--- config.mk ---
export PLATFORM = sky130hd
export DESIGN_NAME = rotary_encoder_with_button_unit
export DESIGN_NICKNAME = d
export VERILOG_FILES = /design/src/rtl/rebd_pkg.sv /design/src/rtl/rotary_encoder_with_button_unit.sv
export SDC_FILE = /design/constraint.sdc
export NUM_CORES = 1
export LEC_CHECK = 0
export ABC_AREA = 1
export BUFFER_PORTS_ARGS = -buffer_cell sky130_fd_sc_hd__buf_2
export CORE_MARGIN = 3
export CORE_UTILIZATION = 24
export CTS_BUF_LIST = sky130_fd_sc_hd__clkbuf_8
export DETAILED_ROUTE_END_ITERATION = 8
export SLEW_MARGIN = 5
export SYNTH_ARGS = -nofsm -noshare
export SYNTH_HDL_FRONTEND = slang
export SYNTH_SLANG_ARGS = --single-unit
export TNS_END_PERCENT = 5
--- constraint.sdc ---
create_clock -name clk -period 14.04 [get_ports clk]
set_input_delay 0 -clock clk [delete_from_list [all_inputs] [get_ports clk]]
set_output_delay 0 -clock clk [all_outputs]
set_load 0.02 [all_outputs]
--- src/rtl/rebd_pkg.sv ---
// Package for the rotary encoder and push switch decoder.
// Holds the request types, event codes, register indexes and the quadrature table.
// No dependencies.
package rebd_pkg;

    typedef struct packed {
        logic a_level;
        logic b_level;
        logic sw_level;
        logic ms_tick;
    } in_item_t;

    typedef struct packed {
        logic [2:0] event_code;
        logic       button_pressed;
    } out_item_t;

    localparam logic [2:0] EV_NONE  = 3'd0;
    localparam logic [2:0] EV_CW    = 3'd1;
    localparam logic [2:0] EV_CCW   = 3'd2;
    localparam logic [2:0] EV_SHORT = 3'd3;
    localparam logic [2:0] EV_LONG  = 3'd4;

    localparam int CfgIndexWidth = 3;
    localparam logic [CfgIndexWidth-1:0] REG_STEPS      = 3'd0;
    localparam logic [CfgIndexWidth-1:0] REG_DEBOUNCE   = 3'd1;
    localparam logic [CfgIndexWidth-1:0] REG_LONG       = 3'd2;
    localparam logic [CfgIndexWidth-1:0] REG_AB_LOW     = 3'd3;
    localparam logic [CfgIndexWidth-1:0] REG_SW_LOW     = 3'd4;
    localparam logic [CfgIndexWidth-1:0] REG_FORCE_LOW  = 3'd5;

    localparam logic [3:0]  DEF_STEPS    = 4'd4;
    localparam logic [15:0] DEF_DEBOUNCE = 16'd20;
    localparam logic [15:0] DEF_LONG     = 16'd1000;

    // Step for each {previous A/B, current A/B} transition
    localparam logic signed [1:0] QUAD_TABLE [16] = '{
         2'sd0, -2'sd1,  2'sd1,  2'sd0,
         2'sd1,  2'sd0,  2'sd0, -2'sd1,
        -2'sd1,  2'sd0,  2'sd0,  2'sd1,
         2'sd0,  2'sd1, -2'sd1,  2'sd0
    };

endpackage

--- src/rtl/rotary_encoder_with_button_unit.sv ---
// Rotary encoder decoder with debounced push switch, top level.
// Depends on rebd_pkg.
//
// Usage:
//   Each input request is one sample of the A, B and switch pins plus a flag
//   that one millisecond has passed since the previous sample. Every request
//   gives exactly one result: an event code (none, clockwise, counter-clockwise,
//   short press, long press) and the debounced switch state.
//   A request is taken when in_valid is high and in_stall is low; a result is
//   taken when out_valid is high and out_stall is low.
//   All decoding, the detent counts and the debounce timing are updated in the
//   accepting cycle, and the result is registered for the cycle after it.
//   Throughput is one request per cycle; the single result register is the
//   only buffering, so in_stall rises only while a result waits and the
//   receiver stalls, and a result that waits holds still.
//   The configuration channel (cfg_valid/cfg_ready, cfg_index, cfg_data) is
//   always ready; indexes above five are ignored. Write it only while idle.
//   Reset restores the register defaults and clears all state but the result data; the first
//   sample after reset only primes the stored pin and switch states.
module rotary_encoder_with_button_unit
    import rebd_pkg::*;
(
    input  logic                     clk,
    input  logic                     rst_n,
    input  logic                     in_valid,
    output logic                     in_stall,
    input  in_item_t                 in_data,
    output logic                     out_valid,
    input  logic                     out_stall,
    output out_item_t                out_data,
    input  logic                     cfg_valid,
    output logic                     cfg_ready,
    input  logic [CfgIndexWidth-1:0] cfg_index,
    input  logic [15:0]              cfg_data
);

    logic [3:0]  steps_reg;
    logic [15:0] debounce_reg;
    logic [15:0] long_reg;
    logic        ab_low_reg;
    logic        sw_low_reg;
    logic        force_low_reg;

    logic              primed_reg,        primed_next;
    logic [1:0]        prev_ab_reg,       prev_ab_next;
    logic signed [4:0] acc_reg,           acc_next;
    logic [7:0]        cw_reg,            cw_next;
    logic [7:0]        ccw_reg,           ccw_next;
    logic [31:0]       ms_reg,            ms_next;
    logic              sw_raw_reg,        sw_raw_next;
    logic              sw_stable_reg,     sw_stable_next;
    logic              pressing_reg,      pressing_next;
    logic              long_done_reg,     long_done_next;
    logic [31:0]       bounce_time_reg,   bounce_time_next;
    logic [31:0]       press_time_reg,    press_time_next;

    logic      out_valid_reg;
    out_item_t out_data_reg, out_data_next;

    logic              accept;
    logic              force_low, ab_low, sw_low;
    logic [3:0]        spd;
    logic [15:0]       deb, lng;
    logic [1:0]        cur_ab;
    logic              sw_act;
    logic signed [1:0] step;
    logic signed [4:0] acc_base;
    logic signed [5:0] sum;
    logic signed [5:0] spd_s;
    logic [2:0]        rot_event, btn_event;

    assign in_stall  = out_valid_reg && out_stall;
    assign accept    = in_valid && !in_stall;
    assign cfg_ready = 1'b1;
    assign out_valid = out_valid_reg;
    assign out_data  = out_data_reg;

    always_comb
    begin
        force_low = force_low_reg || (!ab_low_reg && !sw_low_reg);
        ab_low    = force_low || ab_low_reg;
        sw_low    = force_low || sw_low_reg;
        spd       = (steps_reg != 4'd0) ? steps_reg : DEF_STEPS;
        deb       = (debounce_reg != 16'd0) ? debounce_reg : DEF_DEBOUNCE;
        lng       = (long_reg != 16'd0) ? long_reg : DEF_LONG;
        spd_s     = $signed({2'b00, spd});

        ms_next = ms_reg + {31'd0, in_data.ms_tick};
        cur_ab  = {in_data.a_level ^ ab_low, in_data.b_level ^ ab_low};
        sw_act  = in_data.sw_level ^ sw_low;
        step    = QUAD_TABLE[{prev_ab_reg, cur_ab}];

        primed_next      = 1'b1;
        prev_ab_next     = cur_ab;
        acc_next         = acc_reg;
        cw_next          = cw_reg;
        ccw_next         = ccw_reg;
        sw_raw_next      = sw_raw_reg;
        sw_stable_next   = sw_stable_reg;
        pressing_next    = pressing_reg;
        long_done_next   = long_done_reg;
        bounce_time_next = bounce_time_reg;
        press_time_next  = press_time_reg;
        rot_event        = EV_NONE;
        btn_event        = EV_NONE;

        // Drop the partial sum on a change of direction
        if ((acc_reg > 5'sd0 && step < 2'sd0) || (acc_reg < 5'sd0 && step > 2'sd0))
        begin
            acc_base = 5'sd0;
        end
        else
        begin
            acc_base = acc_reg;
        end
        sum = {acc_base[4], acc_base} + {{4{step[1]}}, step};

        if (step != 2'sd0)
        begin
            if (sum >= spd_s)
            begin
                acc_next = 5'(sum - spd_s);
                if (cw_reg != 8'hff)
                begin
                    cw_next = cw_reg + 8'd1;
                end
            end
            else if (sum <= -spd_s)
            begin
                acc_next = 5'(sum + spd_s);
                if (ccw_reg != 8'hff)
                begin
                    ccw_next = ccw_reg + 8'd1;
                end
            end
            else
            begin
                acc_next = 5'(sum);
            end
        end

        // Pop one pending detent, clockwise first
        if (cw_next != 8'd0)
        begin
            cw_next   = cw_next - 8'd1;
            rot_event = EV_CW;
        end
        else if (ccw_next != 8'd0)
        begin
            ccw_next  = ccw_next - 8'd1;
            rot_event = EV_CCW;
        end

        if (sw_act != sw_raw_reg)
        begin
            sw_raw_next      = sw_act;
            bounce_time_next = ms_next;
        end
        if ((ms_next - bounce_time_next) >= {16'd0, deb} && sw_stable_reg != sw_raw_next)
        begin
            sw_stable_next = sw_raw_next;
            if (sw_raw_next)
            begin
                pressing_next   = 1'b1;
                long_done_next  = 1'b0;
                press_time_next = ms_next;
            end
            else if (pressing_reg)
            begin
                pressing_next = 1'b0;
                if (!long_done_reg)
                begin
                    btn_event = EV_SHORT;
                end
            end
        end
        if (pressing_next && sw_stable_next && !long_done_next &&
            (ms_next - press_time_next) >= {16'd0, lng})
        begin
            long_done_next = 1'b1;
            btn_event      = EV_LONG;
        end

        out_data_next.event_code     = (btn_event != EV_NONE) ? btn_event : rot_event;
        out_data_next.button_pressed = sw_stable_next;

        // First sample only primes the stored states
        if (!primed_reg)
        begin
            acc_next         = 5'sd0;
            cw_next          = 8'd0;
            ccw_next         = 8'd0;
            sw_raw_next      = sw_act;
            sw_stable_next   = sw_act;
            pressing_next    = sw_act;
            long_done_next   = 1'b0;
            bounce_time_next = ms_next;
            press_time_next  = ms_next;
            out_data_next.event_code     = EV_NONE;
            out_data_next.button_pressed = sw_act;
        end
    end

    always_ff @(posedge clk or negedge rst_n)
    begin
        if (!rst_n)
        begin
            steps_reg     <= DEF_STEPS;
            debounce_reg  <= DEF_DEBOUNCE;
            long_reg      <= DEF_LONG;
            ab_low_reg    <= 1'b1;
            sw_low_reg    <= 1'b1;
            force_low_reg <= 1'b0;
        end
        else if (cfg_valid && cfg_ready)
        begin
            case (cfg_index)
                REG_STEPS:     steps_reg     <= cfg_data[3:0];
                REG_DEBOUNCE:  debounce_reg  <= cfg_data;
                REG_LONG:      long_reg      <= cfg_data;
                REG_AB_LOW:    ab_low_reg    <= cfg_data[0];
                REG_SW_LOW:    sw_low_reg    <= cfg_data[0];
                REG_FORCE_LOW: force_low_reg <= cfg_data[0];
                default:       ;
            endcase
        end
    end

    always_ff @(posedge clk or negedge rst_n)
    begin
        if (!rst_n)
        begin
            primed_reg      <= 1'b0;
            prev_ab_reg     <= 2'b00;
            acc_reg         <= 5'sd0;
            cw_reg          <= 8'd0;
            ccw_reg         <= 8'd0;
            ms_reg          <= 32'd0;
            sw_raw_reg      <= 1'b0;
            sw_stable_reg   <= 1'b0;
            pressing_reg    <= 1'b0;
            long_done_reg   <= 1'b0;
            bounce_time_reg <= 32'd0;
            press_time_reg  <= 32'd0;
        end
        else if (accept)
        begin
            primed_reg      <= primed_next;
            prev_ab_reg     <= prev_ab_next;
            acc_reg         <= acc_next;
            cw_reg          <= cw_next;
            ccw_reg         <= ccw_next;
            ms_reg          <= ms_next;
            sw_raw_reg      <= sw_raw_next;
            sw_stable_reg   <= sw_stable_next;
            pressing_reg    <= pressing_next;
            long_done_reg   <= long_done_next;
            bounce_time_reg <= bounce_time_next;
            press_time_reg  <= press_time_next;
        end
    end

    // Hold the result while the receiver stalls
    always_ff @(posedge clk or negedge rst_n)
    begin
        if (!rst_n)
        begin
            out_valid_reg <= 1'b0;
        end
        else if (accept)
        begin
            out_valid_reg <= 1'b1;
        end
        else if (!out_stall)
        begin
            out_valid_reg <= 1'b0;
        end
    end

    always_ff @(posedge clk)
    begin
        if (accept)
        begin
            out_data_reg <= out_data_next;
        end
    end

endmodule

# Word level (Yosys, flattened, before mapping)
# Memories as Yosys holds them, arrays and structs flattened.
# Cells that the tools add are included.
dict set report totals {
  rom_bits 32
  mem_count 1
  regBits 168
  elab_cells 138
  input_bits 28
}
# memory words width rd rd_ports_with_merged_regs write_ports line_no
set memory_table {}
lappend memory_table {{(name not given)} 16 2 1 0 0 rotary_encoder_with_button_unit.sv:91} ;# step = QUAD_TABLE[{prev_ab_reg, cur_ab}];
dict set report op_classes {
  addsub 11
  magnitude_cmp 9
  n_reduce_logical 32
  mux 49
  n_eq_ne 11
  bitwise_logic 4
}
# op n
set ops {}
lappend ops {{32-bit two-way mux} 5}
lappend ops {{8-bit two-way mux} 12}
lappend ops {{32-bit by 16-bit >= comparator with 1-bit output} 2}
lappend ops {{32-bit subtractor} 2}
lappend ops {{32-bit by 1-bit adder with 32-bit output} 1}
lappend ops {{16-bit two-way mux} 2}
lappend ops {{16-bit nonzero test} 2}
lappend ops {{5-bit two-way mux} 5}
lappend ops {{8-bit by 1-bit adder with 8-bit output, second input constant} 2}
lappend ops {{2-bit two-way mux} 8}
lappend ops {{8-bit inequality test, second input constant} 2}
lappend ops {{8-bit nonzero test} 2}
lappend ops {{8-bit by 1-bit subtractor with 8-bit output, second input constant} 2}
lappend ops {{1-bit two-way mux} 14}
lappend ops {{2-bit AND reduction} 7}
lappend ops {{1-bit logical AND} 9}
lappend ops {{5-bit by 2-bit adder with 6-bit output} 1}
lappend ops {{3-bit by 2-bit equality test with 1-bit output, second input constant} 2}
lappend ops {{3-bit equality test, second input constant} 2}
lappend ops {{6-bit by 5-bit >= comparator with 1-bit output} 1}
lappend ops {{6-bit <= comparator} 1}
lappend ops {{3-bit two-way mux} 2}
lappend ops {{4-bit negator with 6-bit output} 1}
lappend ops {{5-bit adder} 1}
lappend ops {{18 further kinds} 28}

# Depth between registers and ports, before layout
dict set report depth {
  word_depth 22
  depth_mapped 74
}

# Worst setup path before layout
# Ideal clock, no wire load.
dict set report synth_timing {
  kind {flip-flop to flip-flop}
  from {register ab_low_reg}
  to {register out_data_reg (netlist bit out_data[3]) (data pin)}
  t_arrival_ns 8.327
  synth_period_minus_slack_ns 8.590
  path_stages_with_launch 69
  setup_ns 0.263
  slack_ns 5.450
  t_required_ns 13.777
  path_cell_list {dfstp_2 nand3_1 or2_2 nand2_1 inv_1 ha_1 buf_2 buf_1 buf_2 nand2_1 o21ai_0 ha_1 inv_1 ha_1 inv_1 nand2_1 a21oi_1 o21ai_1 [... 33 more ...] inv_1 nand2_1 nand2_2 nand2_1 nand2_2 xor2_1 ha_1 a21o_1 a211oi_1 nand2_1 inv_1 nand3_1 nor2_1 nand2_1 nor2_1 nand3_1 nand2_2 nor2_1}
}
dict set report synth_via {
  elab_chain_len 17
}
# element line_no
set synth_rtl {}
lappend synth_rtl {{from (decl)} rotary_encoder_with_button_unit.sv:40} ;# logic ab_low_reg;
lappend synth_rtl {{from (signal assigned)} rotary_encoder_with_button_unit.sv:221} ;# REG_AB_LOW: ab_low_reg <= cfg_data[0];
lappend synth_rtl {{1-bit zero test *} rotary_encoder_with_button_unit.sv:80} ;# force_low = force_low_reg || (!ab_low_reg && !sw_low_reg);
lappend synth_rtl {{1-bit logical AND *} rotary_encoder_with_button_unit.sv:80}
lappend synth_rtl {{1-bit logical OR *} rotary_encoder_with_button_unit.sv:80}
lappend synth_rtl {{1-bit logical OR *} rotary_encoder_with_button_unit.sv:82} ;# sw_low = force_low || sw_low_reg;
lappend synth_rtl {{1-bit bitwise XOR *} rotary_encoder_with_button_unit.sv:90} ;# sw_act = in_data.sw_level ^ sw_low;
lappend synth_rtl {{1-bit inequality test} rotary_encoder_with_button_unit.sv:154} ;# if (sw_act != sw_raw_reg)
lappend synth_rtl {{32-bit two-way mux} rotary_encoder_with_button_unit.sv:154}
lappend synth_rtl {{32-bit subtractor} rotary_encoder_with_button_unit.sv:159} ;# if ((ms_next - bounce_time_next) >= {16'd0, deb} && sw_stable_reg != sw_raw_next)
lappend synth_rtl {{32-bit by 16-bit >= comparator with 1-bit output} rotary_encoder_with_button_unit.sv:159}
lappend synth_rtl {{1-bit logical AND} rotary_encoder_with_button_unit.sv:159}
lappend synth_rtl {{32-bit two-way mux / 1-bit two-way mux (equally long branches)} rotary_encoder_with_button_unit.sv:159}
lappend synth_rtl {{32-bit subtractor (tied with other cells)} rotary_encoder_with_button_unit.sv:178} ;# (ms_next - press_time_next) >= {16'd0, lng})
lappend synth_rtl {{32-bit by 16-bit >= comparator with 1-bit output / 1-bit logical AND (equally long branches)} {rotary_encoder_with_button_unit.sv:178, rotary_encoder_with_button_unit.sv:177}}
lappend synth_rtl {{1-bit logical AND} rotary_encoder_with_button_unit.sv:177} ;# if (pressing_next && sw_stable_next && !long_done_next &&
lappend synth_rtl {{3-bit two-way mux *} rotary_encoder_with_button_unit.sv:177}
lappend synth_rtl {{3-bit nonzero test} rotary_encoder_with_button_unit.sv:184} ;# out_data_next.event_code = (btn_event != EV_NONE) ? btn_event : rot_event;
lappend synth_rtl {{3-bit two-way mux *} rotary_encoder_with_button_unit.sv:184}
lappend synth_rtl {{to (signal assigned)} rotary_encoder_with_button_unit.sv:284} ;# out_data_reg <= out_data_next;
lappend synth_rtl {{to (decl)} rotary_encoder_with_button_unit.sv:58} ;# out_item_t out_data_reg, out_data_next;
# Mark *: on every way between the ends. The rest lies on a longest branch, timed or not.
# A chain may end at the register's enable or synchronous reset.

# Worst setup path in the final report
# Same ends and word-level chain as after synthesis.

==> qor.csv <==
metric,value,unit
cap_violations,0,
finalCritPeriodShare,0.6955,
synth_fp_nets,2463,
viasPerCell,4.568,
dp_hpwl,35140,µm
yosys-top-cells-area,"dfrtp_1 (25%), nand2_1 (14%), ha_1 (8.7%)",
final_common_cell,nand2_1,
cp_max_fo,59,
ir_drop,0.07633,mV
synth_largest_area_cell,dfrtp_1,
htreeDepth,4,
cts_buffer_depth,2,
p_sw,2.105,mW
routed-wl-met3,1897,µm
cts.sink_count,168,
wl_met1,21390,µm
ant_nets,0,
fp.dieH,259.5,µm
dieArea,67320,µm²
gp_congestion,0.9449,
p_comb_frac,0.697,
first_pass_iters,6,
rows,92,
place_inst,3153,
critPathArrivalTime,10020,ps
syn_inst,2324,
fin_crit,9764,ps
start_util,0.2435,
antenna_found_initial,2,
p_per_area,230.6,nW/µm²
clk_latency,520,ps
leakagePower,8.809,nW
nets,2500,
swShare,0.5280,
dr_wl_met2,20750,µm
io_buffers,33,
initialDrtViolationCount,979,
internal_power,1.882,mW
fmax,102.4,MHz
required,14290,ps
vias,14708,
avgSynthCellArea,6.634,µm²
slowest_delay,550,ps
grt_overflow,0,
grt_max_degree,91,
critPathLaunchType,flip-flop,
postCtsSetupBuffers,0,
root_buffer,clkbuf_8,
core,63310,µm²
setup_viol,0,
clkTransAtPathRegs,110,ps
cts_buffers,17,
hold_class,in -> async,
finalWirelength,45490,µm
drive_above_1_share,0.08930,
rsz0062_at_grt,no,
path_class,reg -> reg,
slew_headroom,0.2623,
yosys_warnings,0,
grt_pass1_wl,74260,µm
clock_skew,18.01,ps
cts_tree,yes,
first_global_vias,14133,
setup_tns,0,ps
finalMaxSlewViolations,0,
final_cell_mix,"nand2_1 (571), inv_1 (354), nor2_1 (206)",
ys.flop_type,dfrtp_1,
synth_cell_types,61,
synth-seq-cells,168,
seq_area_frac_synth,0.2749,
worstSetupEndpointType,flip-flop,
synth.cell_area,15420,µm²
p_clk_frac,0.107,
drc,0,
slowest_stage,dfstp_2,
final_cells,3220,
grt_usage,0.1373,
io_pins,35,
synth_top_area_frac,0.2483,
wire_per_inst,14.13,µm
worstMarginPinSlew,1104,ps
seq_power_share,0.196,
asyncSetResetFlopFracSynth,0.9762,
die_x,259.5,µm
top_layer,met5,
status,finished clean,
antennaDiodeCount,0,
num-fill-cells,7076,
timing_hold_violations_final,0,
syn_to_final_growth,12.12,%
synth-edff-count,4,
-- worst paths after layout --
path                                               from                        endpoint  slack [ps]  cells after the start
min                                               rst_n          ms_reg[20]$_DFFE_PN0P_          20                      2
max                              ab_low_reg$_DFFE_PN1P_       out_data[3]$_SDFFCE_PN0P_        4280                     55
max in group asynchronous                         rst_n  press_time_reg[29]$_DFFE_PN0P_       12700                      3
max reg2reg                      ab_low_reg$_DFFE_PN1P_       out_data[3]$_SDFFCE_PN0P_        4280                     55
min reg2reg                debounce_reg[13]$_DFFE_PN0P_    debounce_reg[13]$_DFFE_PN0P_         490                      2
min in group clk                             in_data[0]  bounce_time_reg[0]$_DFFE_PN0P_          30                      4
-- critical path: cells and delay by family, from the launching register on --
kind,cells,cell delay [ps]
xor gates and xnor gates,2,330
adders and majority gates,5,1650
buffers and inverters,9,1530
AOI/OAI and AO/OA,12,2310
and+or+nand+nor,27,3070
DFF,1,550
-- through the flow --
stage / hold slack, ps / total power [mW] / setup slack [ps] / util / cell area [µm²]
after detailed placement: 35.24 / 3.527 / 4411 / 0.2602 / 16480
after global routing: 22.51 / 4.468 / 3146 / 0.2731 / 17290
after CTS: 1.968 / 3.988 / 4335 / 0.2731 / 17290
final: 23.67 / 3.987 / 4276 / 0.2731 / 17290
after global placement: 38.00 / 3.517 / 4491 / 0.2602 / 16480
after floorplan: -295.6 / 2.899 / 5450 / - / 15420
-- routing by layer --
layer | vias to the layer above | track usage
li1 | 7625 | -
met1 | 6691 | 0.1797
met4 | 2 | 0.04796
met2 | 312 | 0.2268
met5 | - | 0
met3 | 78 | 0.02449
-- cells in the mapped netlist, drive strengths merged (3+ instances only) --
cell type and count:
a221oi 3, edfxtp 4, dfstp 11, xor2 63
or2 35, nand2 607, o21a 11, nand3 140
o211ai 15, a211oi 4, o221ai 4, clkbuf 50
fa 4, xnor2 13, o22ai 13, and2 3
o31ai 4, nor4 9, nor3 23, nand4 47
ha 107, buf 11, a31oi 3, o21bai 8
a21oi 124, nor2 224, nand3b 9, a22oi 20
a21boi 4, a21o 6, o21ai 216, inv 361
dfrtp 153
-- logic make-up (layout without fill, tap and decap cells) --
logic type | count (synthesis) | after routing | share of synthesized area
xor+xnor | 76 | 76 | 0.04317
fa+ha+maj | 111 | 111 | 0.09202
buf+inv | 424 | 474 | 0.1054
simple gates | 1101 | 1101 | 0.3205
compound gates | 442 | 442 | 0.1635
flops | 168 | 168 | 0.2749
other cells | 2 | 2 | 0.0004871
-- power groups by stage --
stage	Combinational, mW	Clock [mW]	Sequential [mW]
after floorplan	2.15	0	0.752
after global placement	2.73	0	0.787
after detailed placement	2.74	0	0.785
after CTS	2.77	0.438	0.778
after global routing	3.21	0.456	0.803
final	2.78	0.427	0.780
-- cell type report --
class | count | area [µm²] | share of cell area
clock buffers | 19 | 261.5 | 0.01513
clock inverters | 13 | 200.2 | 0.01158
inverters | 363 | 1363 | 0.07882
multi-input cells | 1732 | 9563 | 0.5532
flip-flops and latches | 168 | 4238 | 0.2451
well taps | 846 | 1059 | 0.06123
repair buffers | 79 | 604.3 | 0.03496
-- what timing repair did --
item	4_1_cts	5_1_grt
resized for setup	0	0
hold buffers	35	0
hold endpoints to repair	101	0
No activity file was read; power rests on OpenSTA's default activity.
